===== src/hw/rtl/jts_pkg.sv =====
// jts_pkg: token and byte payload types, kind codes and byte tables for the
// JSON token serializer. No dependencies.

package jts_pkg;

  localparam int unsigned NumW      = 64;
  localparam int unsigned BcdDigits = 20;
  localparam int unsigned BcdW      = 4 * BcdDigits;

  localparam logic [2:0] KIND_RAW   = 3'd0;
  localparam logic [2:0] KIND_OPEN  = 3'd1;
  localparam logic [2:0] KIND_STR   = 3'd2;
  localparam logic [2:0] KIND_CLOSE = 3'd3;
  localparam logic [2:0] KIND_INT   = 3'd4;
  localparam logic [2:0] KIND_BOOL  = 3'd5;

  localparam logic [7:0] CH_QUOTE = 8'h22;
  localparam logic [7:0] CH_BSL   = 8'h5c;
  localparam logic [7:0] CH_COMMA = 8'h2c;
  localparam logic [7:0] CH_MINUS = 8'h2d;
  localparam logic [7:0] CH_ZERO  = 8'h30;
  localparam logic [7:0] CH_U     = 8'h75;
  localparam logic [7:0] CtrlLimit = 8'd32;

  typedef struct packed {
    logic [2:0]            kind;
    logic [7:0]            byte_value;
    logic signed [NumW-1:0] number;
    logic                  truth;
    logic                  comma_before;
  } tok_in_t;

  typedef struct packed {
    logic [7:0] out_byte;
    logic       last;
  } tok_out_t;

  localparam logic [7:0] WORD_TRUE  [4] = '{8'h74, 8'h72, 8'h75, 8'h65};
  localparam logic [7:0] WORD_FALSE [5] = '{8'h66, 8'h61, 8'h6c, 8'h73, 8'h65};

  // two-character escape letter, 0 when the byte has none
  function automatic logic [7:0] esc_char(input logic [7:0] c);
    logic [7:0] e;
    e = 8'h00;
    unique case (c)
      CH_BSL:   e = CH_BSL;
      CH_QUOTE: e = CH_QUOTE;
      8'd8:     e = 8'h62;
      8'd12:    e = 8'h66;
      8'd10:    e = 8'h6e;
      8'd13:    e = 8'h72;
      8'd9:     e = 8'h74;
      default:  e = 8'h00;
    endcase
    return e;
  endfunction

  function automatic logic [7:0] hex_char(input logic [3:0] n);
    return (n < 4'd10) ? (CH_ZERO + {4'd0, n}) : (8'h57 + {4'd0, n});
  endfunction

  // byte count of a non-integer token, comma excluded
  function automatic logic [2:0] seq_len(input logic [2:0] kind, input logic [7:0] b,
                                         input logic truth);
    logic [2:0] n;
    n = 3'd1;
    if (kind == KIND_STR) begin
      if (esc_char(b) != 8'h00) n = 3'd2;
      else if (b < CtrlLimit)   n = 3'd6;
    end else if (kind == KIND_BOOL) begin
      n = truth ? 3'd4 : 3'd5;
    end
    return n;
  endfunction

  function automatic logic [7:0] seq_byte(input logic [2:0] kind, input logic [7:0] b,
                                          input logic truth, input logic [2:0] idx);
    logic [7:0] r;
    logic [7:0] e;
    e = esc_char(b);
    r = b;
    if (kind == KIND_OPEN || kind == KIND_CLOSE) begin
      r = CH_QUOTE;
    end else if (kind == KIND_BOOL) begin
      r = truth ? WORD_TRUE[idx[1:0]] : WORD_FALSE[(idx > 3'd4) ? 3'd4 : idx];
    end else if (kind == KIND_STR) begin
      if (e != 8'h00) begin
        r = (idx == 3'd0) ? CH_BSL : e;
      end else if (b < CtrlLimit) begin
        unique case (idx)
          3'd0:    r = CH_BSL;
          3'd1:    r = CH_U;
          3'd4:    r = hex_char(b[7:4]);
          3'd5:    r = hex_char(b[3:0]);
          default: r = CH_ZERO;
        endcase
      end
    end
    return r;
  endfunction

endpackage


===== src/hw/rtl/json_token_serializer.sv =====
// json_token_serializer: one JSON token in, its text out one byte at a time.
// Depends on jts_pkg (payload types, kind codes, escape and word tables).
//
// Usage:
//   Input channel in_valid_i / in_ready_o carries one token request
//   (kind, byte_value, number, truth, comma_before). Output channel
//   out_valid_o / out_ready_i carries bytes; last marks the final byte of a
//   token. Kinds 6 and 7 are taken and produce nothing.
//   One token is in work at a time; in_ready_o is high while the sequencer
//   is idle, also while the final byte still sits in the output register.
//   Non-integer tokens: one byte per cycle while the receiver does not stall;
//   after acceptance the state register is set, then the first byte is
//   loaded into the output register; 1 to 6 bytes (comma included).
//   Integers: the magnitude is converted to BCD by a shift-and-add-3
//   register, one bit per cycle; then leading zero digits are dropped one
//   per cycle (up to 19 digits); then comma, minus and digits follow at one
//   byte per cycle while the receiver does not stall.
//   Reset (rst_ni low, asynchronous) returns the sequencer to idle and
//   empties the output register.
//   When the receiver stalls, the output register holds its byte and the
//   sequencer waits; nothing is dropped.

module json_token_serializer (
  input  logic             clk_i,
  input  logic             rst_ni,
  input  logic             in_valid_i,
  output logic             in_ready_o,
  input  jts_pkg::tok_in_t in_data_i,
  output logic             out_valid_o,
  input  logic             out_ready_i,
  output jts_pkg::tok_out_t out_data_o
);
  import jts_pkg::*;

  localparam logic [2:0] S_IDLE  = 3'd0;
  localparam logic [2:0] S_COMMA = 3'd1;
  localparam logic [2:0] S_SEQ   = 3'd2;
  localparam logic [2:0] S_CONV  = 3'd3;
  localparam logic [2:0] S_SKIP  = 3'd4;
  localparam logic [2:0] S_MINUS = 3'd5;
  localparam logic [2:0] S_DIGIT = 3'd6;

  localparam logic [5:0] ConvLast  = 6'(NumW - 1);
  localparam logic [4:0] DigitLast = 5'(BcdDigits - 1);

  logic [2:0]      state_q, state_d;
  logic [2:0]      kind_q;
  logic [7:0]      byte_q;
  logic            truth_q, comma_q, neg_q;
  logic [NumW-1:0] mag_q, mag_d;
  logic [BcdW-1:0] bcd_q, bcd_d, bcd_adj;
  logic [5:0]      cnt_q, cnt_d;
  logic [4:0]      dcnt_q, dcnt_d;
  logic [2:0]      idx_q, idx_d;
  logic            out_valid_q, out_valid_d;
  tok_out_t        out_q, out_d;

  logic       accept, can_load;
  logic [2:0] len;
  logic [3:0] top_digit;

  assign in_ready_o  = (state_q == S_IDLE);
  assign accept      = in_valid_i && in_ready_o;
  assign can_load    = !out_valid_q || out_ready_i;
  assign out_valid_o = out_valid_q;
  assign out_data_o  = out_q;
  assign len         = seq_len(kind_q, byte_q, truth_q);
  assign top_digit   = bcd_q[BcdW-1 -: 4];

  // add 3 to every digit of 5 or more before the shift
  always_comb begin
    for (int i = 0; i < BcdDigits; i++) begin
      bcd_adj[4*i +: 4] = (bcd_q[4*i +: 4] >= 4'd5) ? (bcd_q[4*i +: 4] + 4'd3)
                                                    : bcd_q[4*i +: 4];
    end
  end

  always_comb begin
    state_d     = state_q;
    mag_d       = mag_q;
    bcd_d       = bcd_q;
    cnt_d       = cnt_q;
    dcnt_d      = dcnt_q;
    idx_d       = idx_q;
    out_valid_d = out_valid_q && !out_ready_i;
    out_d       = out_q;
    unique case (state_q)
      S_IDLE: begin
        if (accept) begin
          idx_d = 3'd0;
          if (in_data_i.kind == KIND_INT) begin
            mag_d   = in_data_i.number[NumW-1] ? (NumW'(0) - NumW'(in_data_i.number))
                                               : NumW'(in_data_i.number);
            bcd_d   = '0;
            cnt_d   = '0;
            dcnt_d  = '0;
            state_d = S_CONV;
          end else if (in_data_i.kind == KIND_OPEN || in_data_i.kind == KIND_BOOL) begin
            state_d = in_data_i.comma_before ? S_COMMA : S_SEQ;
          end else if (in_data_i.kind == KIND_RAW || in_data_i.kind == KIND_STR ||
                       in_data_i.kind == KIND_CLOSE) begin
            state_d = S_SEQ;
          end
        end
      end
      S_CONV: begin
        bcd_d = {bcd_adj[BcdW-2:0], mag_q[NumW-1]};
        mag_d = {mag_q[NumW-2:0], 1'b0};
        cnt_d = cnt_q + 6'd1;
        if (cnt_q == ConvLast) state_d = S_SKIP;
      end
      S_SKIP: begin
        if (top_digit == 4'd0 && dcnt_q != DigitLast) begin
          bcd_d  = {bcd_q[BcdW-5:0], 4'd0};
          dcnt_d = dcnt_q + 5'd1;
        end else if (comma_q) begin
          state_d = S_COMMA;
        end else begin
          state_d = neg_q ? S_MINUS : S_DIGIT;
        end
      end
      S_COMMA: begin
        if (can_load) begin
          out_valid_d = 1'b1;
          out_d       = '{out_byte: CH_COMMA, last: 1'b0};
          if (kind_q == KIND_INT) state_d = neg_q ? S_MINUS : S_DIGIT;
          else                    state_d = S_SEQ;
        end
      end
      S_MINUS: begin
        if (can_load) begin
          out_valid_d = 1'b1;
          out_d       = '{out_byte: CH_MINUS, last: 1'b0};
          state_d     = S_DIGIT;
        end
      end
      S_DIGIT: begin
        if (can_load) begin
          out_valid_d = 1'b1;
          out_d       = '{out_byte: CH_ZERO + {4'd0, top_digit},
                          last: (dcnt_q == DigitLast)};
          bcd_d       = {bcd_q[BcdW-5:0], 4'd0};
          dcnt_d      = dcnt_q + 5'd1;
          if (dcnt_q == DigitLast) state_d = S_IDLE;
        end
      end
      S_SEQ: begin
        if (can_load) begin
          out_valid_d = 1'b1;
          out_d       = '{out_byte: seq_byte(kind_q, byte_q, truth_q, idx_q),
                          last: (idx_q == len - 3'd1)};
          idx_d       = idx_q + 3'd1;
          if (idx_q == len - 3'd1) state_d = S_IDLE;
        end
      end
      default: state_d = S_IDLE;
    endcase
  end

  always_ff @(posedge clk_i or negedge rst_ni) begin
    if (!rst_ni) begin
      state_q     <= S_IDLE;
      out_valid_q <= 1'b0;
    end else begin
      state_q     <= state_d;
      out_valid_q <= out_valid_d;
    end
  end

  always_ff @(posedge clk_i) begin
    if (accept) begin
      kind_q  <= in_data_i.kind;
      byte_q  <= in_data_i.byte_value;
      truth_q <= in_data_i.truth;
      comma_q <= in_data_i.comma_before;
      neg_q   <= in_data_i.number[NumW-1];
    end
    mag_q  <= mag_d;
    bcd_q  <= bcd_d;
    cnt_q  <= cnt_d;
    dcnt_q <= dcnt_d;
    idx_q  <= idx_d;
    out_q  <= out_d;
  end

endmodule

===== config.mk =====
export PLATFORM = sky130hd
export DESIGN_NAME = json_token_serializer
export DESIGN_NICKNAME = d
export VERILOG_FILES = /design/src/hw/rtl/jts_pkg.sv /design/src/hw/rtl/json_token_serializer.sv
export SDC_FILE = /design/constraint.sdc
export NUM_CORES = 1
export LEC_CHECK = 0
export BUFFER_PORTS_ARGS = -buffer_cell sky130_fd_sc_hd__buf_2
export CAP_MARGIN = 25
export CORE_ASPECT_RATIO = 2
export CORE_MARGIN = 2
export CORE_UTILIZATION = 45
export DETAILED_ROUTE_END_ITERATION = 10
export PLACE_DENSITY = 0.65
export SLEW_MARGIN = 10
export SYNTH_ARGS = -nofsm -noshare
export SYNTH_HDL_FRONTEND = slang
export SYNTH_SLANG_ARGS = --single-unit
export TNS_END_PERCENT = 50

===== constraint.sdc =====
create_clock -name clk_i -period 4.95 [get_ports clk_i]
set_input_delay 0.495 -clock clk_i [delete_from_list [all_inputs] [get_ports clk_i]]
set_output_delay 0.495 -clock clk_i [all_outputs]
set_load 0.02 [all_outputs]

After elaboration in Yosys (flattened, before gate mapping)
Memories as Yosys holds them, arrays and structs flattened.
Index checks and enable logic that the tools add are counted.

storage, ports and cells
  bits in registers = 185
  memory bits (read-only) = 64
  input bits = 81
  output and inout bits = 11
  logic and storage cells = 232
  memories kept = 1

cells by class
  add/sub/neg operators = 30
  magnitude comparators = 26
  equality and inequality tests = 42
  multiplexer cells = 89
  bitwise gates (word level) = 2
  reduce and logical (&&, ||, !) cells = 28

memory list
  name              depth  bits a word  rd ports  clocked after memory_dff  wr ports  RTL line       RTL
  (name not given)  8      8            1         0                         0         jts_pkg.sv:85  r = truth ? WORD_TRUE[idx[1:0]] : WORD_FALSE[(idx > 3'd4) ? 3'd4 : idx];

operators with widths
  cell                                                                number
  2-to-1 mux 80 bit                                                   4
  case mux 80 bit (4 select lines)                                    1
  2-to-1 mux 64 bit                                                   3
  2-to-1 mux 8 bit                                                    16
  case mux 64 bit (2 select lines)                                    1
  greater-or-equal comparator 4 x 3 -> 1 bit (second input constant)  20
  adder 4 x 2 -> 4 bit (second input constant)                        19
  2-to-1 mux 4 bit                                                    19
  2-to-1 mux 3 bit                                                    22
  subtractor 1 x 64 -> 64 bit (first input constant)                  1
  case mux 7 bit (7 select lines)                                     1
  equality test 8 x 4 -> 1 bit (second input constant)                5
  2-to-1 mux 9 bit                                                    4
  case mux 9 bit (4 select lines)                                     1
  case mux 8 bit (4 select lines)                                     1
  equality test 3 bit (second input constant)                         9
  adder 6 x 4 -> 7 bit (first input constant)                         3
  case mux 3 bit (7 select lines)                                     1
  2-to-1 mux 5 bit                                                    4
  equality test 3 x 2 -> 1 bit (second input constant)                6
  != test 2 bit (second input constant)                               9
  adder 7 x 4 -> 8 bit (first input constant)                         2
  binary-select mux 8 bit (select 2 bit)                              1
  nonzero test 8 bit                                                  2
  other kinds (39)                                                    62

Longest topological paths before layout
Gate-level depths: netlist of the first run.

  word-level depth = 11
  mapped depth = 14
  mapped depth without buffers = 14

Worst setup path before layout of the first run
No wires, ideal clock.

  kind = register to register
  from = reg state_q[1]
  to = reg cnt_q[0] (enable)
  library setup time = 0.521 ns
  data arrival time = 4.910 ns
  required time = 4.429 ns
  path slack = -0.482 ns
  stages on the path, launching flop included = 6
  path buffers = 2
  period minus slack after synthesis = 5.432 ns
  cells stage by stage = dfrtp_1 -> clkbuf_1 -> clkbuf_1 -> nor3_1 -> a21oi_1 -> a21oi_1

on the way
  cells in the longest elaborated chain, start to end = 4
  elaborated cells on any way between the ends = 7
  classes of those cells = 3 x eq/ne; 4 x reduce/logical

ends and longest elaborated chain
  element                                   RTL line                      RTL
  start: declaration                        json_token_serializer.sv:46   logic [2:0] state_q, state_d;
  start signal: assignment                  json_token_serializer.sv:165  state_q <= state_d;
  logical NOT 3 bit (*)                     json_token_serializer.sv:62   assign in_ready_o = (state_q == S_IDLE);
  net in_ready_o                            json_token_serializer.sv:27   output logic in_ready_o,
  logical AND 1 bit                         json_token_serializer.sv:63   assign accept = in_valid_i && in_ready_o;
  != test 2 x 1 -> 1 bit (no source line)   -
  AND reduction 3 bit (no source line) (*)  -
  end signal: assignment                    json_token_serializer.sv:180  cnt_q <= cnt_d;
  end: declaration                          json_token_serializer.sv:52   logic [5:0] cnt_q, cnt_d;

The timed path passes the listed nets; every way through them passes the cells marked *.
A chain may end at the register's enable or synchronous reset.

Worst setup path after layout of the first run
  from = reg dcnt_q[0]
  to = reg bcd_q[37] (enable)

on the way
  cells in the longest elaborated chain, start to end = 4

ends and longest elaborated chain
  element                               RTL line                      RTL
  start: declaration                    json_token_serializer.sv:53   logic [4:0] dcnt_q, dcnt_d;
  start signal: assignment              json_token_serializer.sv:181  dcnt_q <= dcnt_d;
  != test 5 bit                         json_token_serializer.sv:113  if (top_digit == 4'd0 && dcnt_q != DigitLast) begin
  logical AND 1 bit                     json_token_serializer.sv:113
  != test 2 bit (no source line)        -
  AND reduction 5 bit (no source line)  -
  end signal: assignment                json_token_serializer.sv:179  bcd_q <= bcd_d;
  end: declaration                      json_token_serializer.sv:51   logic [BcdW-1:0] bcd_q, bcd_d, bcd_adj;

No other way between the ends.

==> reports/results.ini, run 1 <==
[setup_path]
required_ns=5.06
worstReg2RegStart=dcnt_q[0]$_SDFFCE_PP0P_
r2r_cells=7
cp-end-kind=register
cp-start-kind=register
r2r_setup_slack_ns=1.48
cp_top_family=simple AND/OR/NAND/NOR gates
critPathLaunch=dcnt_q[0]$_SDFFCE_PP0P_
arrival_ns=3.58
cp.depth=7
critPathBufInv=1
critPathMaxStageDelay_ns=0.63
cp_max_fo=44
crit_path_top_delay_cell=or2_4
worstPathCellList=ha_1 -> nor4bb_1 -> nor4_1 -> o21ai_0 -> a21oi_1 -> or2_4 -> buf_4
crit_type=register to register
worst_r2r_endpoint=bcd_q[37]$_DFFE_PP_

[layout]
diodes=0
areaGrowthSynthToFinish_pct=11.98
layout.nets=1400
fin_util_pct=51.00
drive_gt1_share_pct=11.29

[sta]
slew_violations=0
setup_tns_ns=0
finClkSkew_ns=0.009241
setup_viol=0
finalCritPeriodShare_pct=70.11
slew_headroom_pct=36.80
whs_ns=0.2219
fin_crit_ns=3.470
layout_setup_ws_ns=1.480
hold_viol=0
rsz0062_at_grt=false
fmax_mhz=288.2
tightest_slew_ns=0.9408

[cts]
post_cts_resized=0
cts_max_level=4
cts_tree=yes
cts_made_buffers=17
clock_latency_ns=0.45
clock-root-buffer=clkbuf_16
cts_sinks=185
postCtsSetupRepairBufs=0
cts.reportedPaths.clkPinSlew_ns=0.07
cts.path.max_buffers=2

[synth]
syn_inst=1197
yosysSeqAreaShare_pct=47.57
ys_top_cells_by_area=edfxtp_1 (47%), ha_1 (6.1%), xor2_1 (5.6%)
syn_area_per_cell_um2=9.721
synth-async-reset-ratio_pct=2.162
synth_flop_cell=edfxtp_1
synth_top_area_share_pct=46.71
ys_types=58
synth-edff-count=181
yosysTopAreaCell=edfxtp_1
ys_warn_count=0
ys_ff_latch=185
synth_area_um2=11640
syn_nets=1335

[min_path]
hold_depth=1
holdPathEnd=byte_q[6]$_DFFE_PP_
hp-class=input port to register
hold_path.startpoint=in_data_i[72]

[grt]
antenna_found_initial=0
grt_overflow=0
grt_max_degree=80
grt_pass1_wl_um=44740
grtUsageTotal_pct=20.12
grt_pass1_vias=9433

[power_and_ir_drop]
leakagePower_nw=4.652
powerDensity_nw_per_um2=492.4
irDropWorstVdd_mv=0.2305
p_total_mw=6.417

[place]
port_buffers=91
place_ws_ns=1.470
dp_hpwl_um=19280
finalWeightedCongestion=0.8982

[die]
dieArea_um2=27240
start_util_pct=45.55
io_pins=92
core_area_um2=25550
die_h_um=231.4
std_cell_rows=83
die_width_um=117.7

[outcome]
outcome=finished clean

[detailed_routing]
drtIter0Drc=461
drtAntennaViolNets=0
route.detailed.drc=0
wirelength_um=26910
vias_per_cell=5.678
avgRoutedWirePerCell_um=16.66
firstDrtPassIters=5
vias=9170

[flow_run]
cap_viol_max_count=0

-- worst max-delay path by stage --
stage	endpoint	slack (ns)
finish	bcd_q[37]$_DFFE_PP_	1.48
global route	bcd_q[37]$_DFFE_PP_	1.16
CTS	bcd_q[37]$_DFFE_PP_	1.44
detailed placement	bcd_q[35]$_DFFE_PP_	1.47
global placement	bcd_q[35]$_DFFE_PP_	1.57
floorplan	cnt_q[0]$_SDFFCE_PN0P_	1.01
-- report_power, final --
part	total [mW]	leakage, nW	internal, mW	switching, mW
Clock	1.44	0.288	0.840	0.595
Sequential	2.79	1.73	2.38	0.408
Combinational	2.19	2.63	0.822	1.37
-- sequential cells by signal, indices dropped and copies added (netlist names) --
name / flops
truth_q: 1
out_data_o: 9
byte_q: 8
bcd_q: 80
neg_q: 1
state_q: 3
idx_q: 3
mag_q: 64
kind_q: 3
comma_q: 1
out_valid_o: 1
cnt_q: 6
dcnt_q: 5
-- placed cells by master (no fill, tap or decap), types with 9 or more instances in the layout --
| cell | n |
|---|---|
| edfxtp_1 | 181 |
| o21ai_0 | 126 |
| nand2_1 | 115 |
| a21oi_1 | 111 |
| buf_2 | 91 |
| nor2_1 | 86 |
| xor2_1 | 74 |
| inv_1 | 59 |
| ha_1 | 57 |
| o31ai_1 | 35 |
| xnor2_1 | 31 |
| nand2b_1 | 27 |
| nor3b_1 | 27 |
| or3_1 | 22 |
| o22ai_1 | 22 |
| clkbuf_16 | 17 |
| nand3_1 | 16 |
| nor3_1 | 14 |
| o32ai_1 | 12 |
| o41ai_1 | 12 |
| nor2b_1 | 11 |
| buf_4 | 10 |
| a22oi_1 | 9 |
-- cell families after synthesis --
| family | Yosys count | share of synthesized area [%] |
|---|---|---|
| xor+xnor | 105 | 7.903 |
| fa+ha+maj | 57 | 6.129 |
| simple gates | 365 | 15.58 |
| buf+inv | 116 | 3.763 |
| flops | 185 | 47.57 |
| compound gates | 367 | 18.88 |
| mux | 2 | 0.1720 |
-- synthesized netlist by cell type, types with 14 or more instances --
library cell  number
a21oi_1          112
nand2_1          116
inv_1             59
ha_1              57
xor2_1            74
o22ai_1           22
o21ai_0          126
nand3_1           16
clkbuf_1          51
nand2b_1          27
o31ai_1           35
nor3_1            14
xnor2_1           31
or3_1             22
edfxtp_1         181
nor3b_1           27
nor2_1            87
-- area by class of cell --
type                    instances  area, um2
well taps                     340      425.4
inverters                      59      221.5
repair buffers                103      544.3
clock buffers                  19      432.9
fillers                      2481      12520
flip-flops and latches        185       5535
clock inverters                13      177.7
multi-input cells             896       5693
-- metrics by stage --
stage	area, um2	cells
3_3_place_gp	12410	1581
5_1_grt	13030	1615
4_1_cts	13030	1614
2_1_floorplan	11640	1197
6_report	13030	1615
3_5_place_dp	12410	1581
-- routing by layer --
metal | up-vias | wire length [um] | global-route usage [%]
met5 | - | 0 | 0
met3 | 52 | 780 | 3.322
met1 | 4388 | 10180 | 20.32
li1 | 4526 | - | -
met2 | 204 | 15120 | 39.50
met4 | 0 | 832 | 9.337
-- repair_timing --
action | CTS | global route
hold buffers | 1 | 0
endpoints found under the hold margin | 4 | 0
setup endpoints to repair | 0 | 0
(Power assumes the default switching activity.)
==> run 2: changes to the inputs <==
Clock period 4.95 ns to 2.8 ns, I/O delays scaled along.
==> run 2 against run 1 <==
  * Non-clock buffer count up 71
  * Global-route usage rose by 0.68 points
  * Critical path type unchanged
  * Largest cell class unchanged
  * Combinational power up 100%
==> reports/results.ini, run 2 (synthesized netlist as in run 1, its figures left out) <==
[layout]
diodes=0
largest_reg_flops=80
multiInputGateArea_um2=5761
mostFrequentLayoutCell=edfxtp_1
fin_util_pct=53.50
fin_cells=1686
fill_cells=2411
largest-register=bcd_q
layout.nets=1471
drive_gt1_share_pct=16.57
areaGrowthSynthToFinish_pct=17.46
seqCellArea_um2=5535
final_cell_mix=edfxtp_1 (181), o21ai_0 (125), nand2_1 (115)

[flow_run]
cap_viol_max_count=0

[sta]
setup_tns_ns=0
setup_viol=0
finClkSkew_ns=0.007772
whs_ns=0.02801
slew_violations=0
finalCritPeriodShare_pct=95.00
hold_viol=0
fmax_mhz=375.9
tightest_slew_ns=0.7132
slew_headroom_pct=52.45
rsz0062_at_grt=false
fin_crit_ns=2.660

[grt]
grt_overflow=0
grtUsageTotal_pct=20.80
grt_pass1_wl_um=46090
grt_pass1_vias=9608
grt_max_degree=80
antenna_found_initial=0

[setup_path]
required_ns=3.14
worstReg2RegStart=byte_q[5]$_DFFE_PP_
arrival_ns=3.00
crit_type=register to register
cp_max_fo=3
worstPathCellList=buf_4 -> ha_1 -> nor2b_1 -> and3_1 -> nor3_2 -> a21oi_2 -> inv_2 -> o21ai_1 -> ha_1 -> xnor2_2 -> a21oi_2 -> o311ai_2 -> a211oi_1 -> nor2_1
crit_path_top_delay_cell=edfxtp_1
r2r_setup_slack_ns=0.14
cp-start-kind=register
worst_r2r_endpoint=state_q[1]$_DFFE_PN0P_
critPathMaxStageDelay_ns=0.42
r2r_cells=14
critPathBufInv=2
cp_top_family=simple AND/OR/NAND/NOR gates
cp.depth=14
cp-end-kind=register

[die]
die_h_um=231.4
core_area_um2=25550
std_cell_rows=83
die_width_um=117.7
dieArea_um2=27240
io_pins=92
start_util_pct=45.55

[cts]
cts_made_buffers=17
cts_max_level=4
clock-root-buffer=clkbuf_16
cts_sinks=185
cts.reportedPaths.clkPinSlew_ns=0.07
clock_latency_ns=0.45
cts.path.max_buffers=2
cts_tree=yes

[place]
dp_hpwl_um=20560
port_buffers=91
placedCellCount=1638
finalWeightedCongestion=0.9219

[min_path]
hold_path.startpoint=in_data_i[71]
holdPathEnd=byte_q[5]$_DFFE_PP_
hold_depth=1
hp-class=input port to register

[power_and_ir_drop]
switchingPower_mw=4.355
switching_share_pct=37.46
irDropWorstVdd_mv=0.4835
seqPwrFrac_pct=41.4
power_frac_clock_pct=20.5
internal_power_mw=7.271
powerDensity_nw_per_um2=850.6
leakagePower_nw=5.002
p_total_mw=11.63
combinationalPowerShare_pct=38.1

[detailed_routing]
vias_per_cell=5.610
firstDrtPassIters=5
wirelength_um=27920
route.detailed.drc=0
avgRoutedWirePerCell_um=16.56
vias=9458
drtAntennaViolNets=0
drtIter0Drc=481

[outcome]
outcome=finished clean

[run 2: cell types whose count changed in the layout (fill, tap and decap cells not counted), sizes merged]
cell / delta
buf: +64
bufinv: -2
clkbuf: -1
clkinv: +1
dlygate4sd3: +8
inv: +1
[run 2: routing by layer]
layer / wire [um] / global-route usage, %
met3: 877 / 3.297
met2: 15740 / 41.28
met5: 0 / 0
met4: 869 / 9.789
met1: 10440 / 20.65
[run 2: worst max-delay path by stage]
stage                                       from                      end  slack (ns)
after floorplan           state_q[1]$_DFFE_PN0P_   cnt_q[0]$_SDFFCE_PN0P_        0.02
after global placement             in_data_i[52]      mag_q[58]$_DFFE_PP_       -0.04
after detailed placement     byte_q[0]$_DFFE_PP_  out_data_o[0]$_DFFE_PP_       -0.15
after CTS                    byte_q[5]$_DFFE_PP_  out_data_o[0]$_DFFE_PP_       0.004
after global routing         byte_q[5]$_DFFE_PP_  out_data_o[0]$_DFFE_PP_        0.01
final                        byte_q[5]$_DFFE_PP_   state_q[1]$_DFFE_PN0P_        0.14
[run 2: layout make-up]
| type | count | area share [%] |
|---|---|---|
| multi-input combinational | 896 | 42.15 |
| tap | 340 | 3.112 |
| clock buffer | 19 | 3.167 |
| inverter | 59 | 1.620 |
| timing repair buffer | 174 | 8.513 |
| sequential | 185 | 40.50 |
| clock inverter | 13 | 0.9429 |
[run 2: stage by stage]
stage | worst slack (ns) | cell area [um2]
floorplan | 0.01629 | 11670
global placement | -0.04453 | 12910
detailed placement | -0.1521 | 12910
CTS | 0.004355 | 13600
global route | 0.01064 | 13670
finish | 0.1399 | 13670
[run 2: timing repair]
action | in CTS | in global routing
setup endpoints to repair | 2 | 2
setup buffers | 3 | 4
gates resized for setup | 6 | 9
hold buffers | 8 | 1
pin swaps | 7 | 8
hold endpoints to repair | 11 | 1
[run 2: power groups by stage]
stage	clock (mW)	combinational, mW	sequential, mW
global placement	0	4.27	4.84
global route	2.51	4.97	4.92
CTS	2.43	4.40	4.81
finish	2.38	4.43	4.81
detailed placement	0	4.34	4.86
floorplan	0	2.94	4.78
==> run 3: changes to the inputs <==
Settings changed: CELL_PAD_IN_SITES_DETAIL_PLACEMENT set to 1, CELL_PAD_IN_SITES_GLOBAL_PLACEMENT set to 2, CORE_UTILIZATION 45 to 35, PLACE_DENSITY 0.65 to 0.76.
==> run 3 against run 2 <==
  * Critical path depth shrank 2
  * Core utilization decreased by 11 points
  * Clock-buffer cell count rose by 4
  * Clock power increased by 12%
  * Setup slack lost 0.062 ns
  * Register-to-register slack worse by 0.06 ns
  * Clock skew grew 0.00080 ns
  * Hold slack improved by 0.019 ns
  * Cell count rose by 5.3%
  * Die area is 28% higher
  * Sequential power is essentially flat
  * Largest cell class unchanged
  * Highest routed layer unchanged
==> reports/results.ini, run 3 (synthesized netlist as in run 1, its figures left out) <==
[outcome]
outcome=finished clean

[die]
dieArea_um2=34810
die_h_um=261.9
std_cell_rows=94
io_pins=92
die_width_um=132.9
core_area_um2=32810
start_util_pct=35.46

[detailed_routing]
vias_per_cell=5.388
wirelength_um=31280
drtIter0Drc=295
firstDrtPassIters=4
drtAntennaViolNets=0
vias=9563
avgRoutedWirePerCell_um=17.62
route.detailed.drc=0

[sta]
setup_tns_ns=0
slew_violations=0
finalCritPeriodShare_pct=97.21
slew_headroom_pct=57.43
layout_setup_ws_ns=0.07823
setup_viol=0
fmax_mhz=367.4
fin_crit_ns=2.722
finClkSkew_ns=0.008567
tightest_slew_ns=0.6385
rsz0062_at_grt=true
hold_viol=0

[setup_path]
required_ns=2.99
worstPathCellList=ha_2 -> nor2b_4 -> o31a_1 -> nor3_4 -> a21oi_2 -> inv_2 -> o21ai_2 -> ha_4 -> xnor2_4 -> nand4_1 -> o311ai_4 -> o31ai_1
cp_max_fo=3
critPathMaxStageDelay_ns=0.44
arrival_ns=2.92
crit_path_top_delay_cell=edfxtp_1
cp-start-kind=register
crit_type=register to register
cp-end-kind=register

[place]
dp_hpwl_um=23050
finalWeightedCongestion=0.8478
placedCellCount=1728
place_ws_ns=-0.09989
port_buffers=91
dpl_cell_area_um2=13030

[grt]
grt_pass1_wl_um=51890
grt_max_degree=71
grtUsageTotal_pct=18.52
grt_pass1_vias=10400
antenna_found_initial=0
grt_overflow=0

[layout]
layout.nets=1468
largest-register=bcd_q
final_cell_mix=edfxtp_1 (181), o21ai_0 (125), nand2_1 (115)
largest_reg_flops=80
areaGrowthSynthToFinish_pct=19.47
mostFrequentLayoutCell=edfxtp_1
diodes=0
final_area_um2=13900
fin_cells=1775
drive_gt1_share_pct=16.68
fill_cells=3719

[flow_run]
cap_viol_max_count=0

[power_and_ir_drop]
p_total_mw=12.02
powerDensity_nw_per_um2=864.9
irDropWorstVdd_mv=0.4228
leakagePower_nw=5.054

[cts]
cts.reportedPaths.clkPinSlew_ns=0.07
clock-root-buffer=clkbuf_16
cts_made_buffers=17
cts_max_level=4
cts_tree=yes
cts.path.max_buffers=2
clock_latency_ns=0.45
cts_sinks=185

[min_path]
hp-class=input port to register

## run 3: through the flow
stage	utilization, %	hold slack (ns)
floorplan	-	-0.01559
global placement	39.70	0.1154
detailed placement	39.70	0.1134
CTS	41.94	0.02555
global route	42.37	0.02911
finish	42.37	0.04731
## run 3: area by class of cell
cell class	instances	area [um2]	area share, %
Timing Repair Buffer	171	1160	8.343
Clock buffer	23	488.0	3.510
Tap cell	432	540.5	3.888
Clock inverter	9	143.9	1.035
Multi-Input combinational cell	896	5813	41.81
Inverter	59	221.5	1.593
Sequential cell	185	5535	39.82
## run 3: per-layer routing
layer  wire length, um  global-route usage, %  up-vias
met5                 0                      0        -
met4               816                  6.541        0
met3               619                  2.836       43
met2             18110                  38.04      116
met1             11730                  18.41     4738
li1                  -                      -     4666
## run 3: repair_timing
item | 4_1_cts | 5_1_grt
setup endpoints to repair | 2 | 73
hold buffers | 10 | 0
endpoints found under the hold margin | 13 | 0
gates resized for setup | 1 | 22
pin swaps | 2 | 11
setup buffers | 0 | 5
## run 3: worst paths after layout
check / startpoint / endpoint / slack (ns) / depth (start not counted)
worst max-delay path: byte_q[1]$_DFFE_PP_ / out_data_o[0]$_DFFE_PP_ / 0.08 / 12
worst min-delay path: in_data_i[0] / comma_q$_DFFE_PP_ / 0.05 / 1
worst max register to register: byte_q[1]$_DFFE_PP_ / out_data_o[0]$_DFFE_PP_ / 0.08 / 12
worst min register to register: mag_q[11]$_DFFE_PP_ / mag_q[12]$_DFFE_PP_ / 0.53 / 2
max in group asynchronous: rst_ni / state_q[2]$_DFFE_PN0P_ / 2.46 / 2
min in group asynchronous: rst_ni / state_q[0]$_DFFE_PN0P_ / 0.18 / 2
## run 3: report_power, final
group | internal (mW) | switching [mW] | leakage, nW
logic | 1.76 | 2.77 | 3.01
registers | 4.22 | 0.625 | 1.73
clock network | 1.58 | 1.07 | 0.314
total | 7.56 | 4.47 | 5.05
## run 3: worst max-delay path, delay by kind of cell (launching register included)
family / cells / cell delay, ns
AO/OA/AOI/OAI: 5 / 0.78
XOR/XNOR: 1 / 0.22
adder cells (fa/ha/maj): 2 / 0.41
buffers and inverters: 1 / 0.08
flip-flops: 1 / 0.44
AND/OR/NAND/NOR: 3 / 0.54
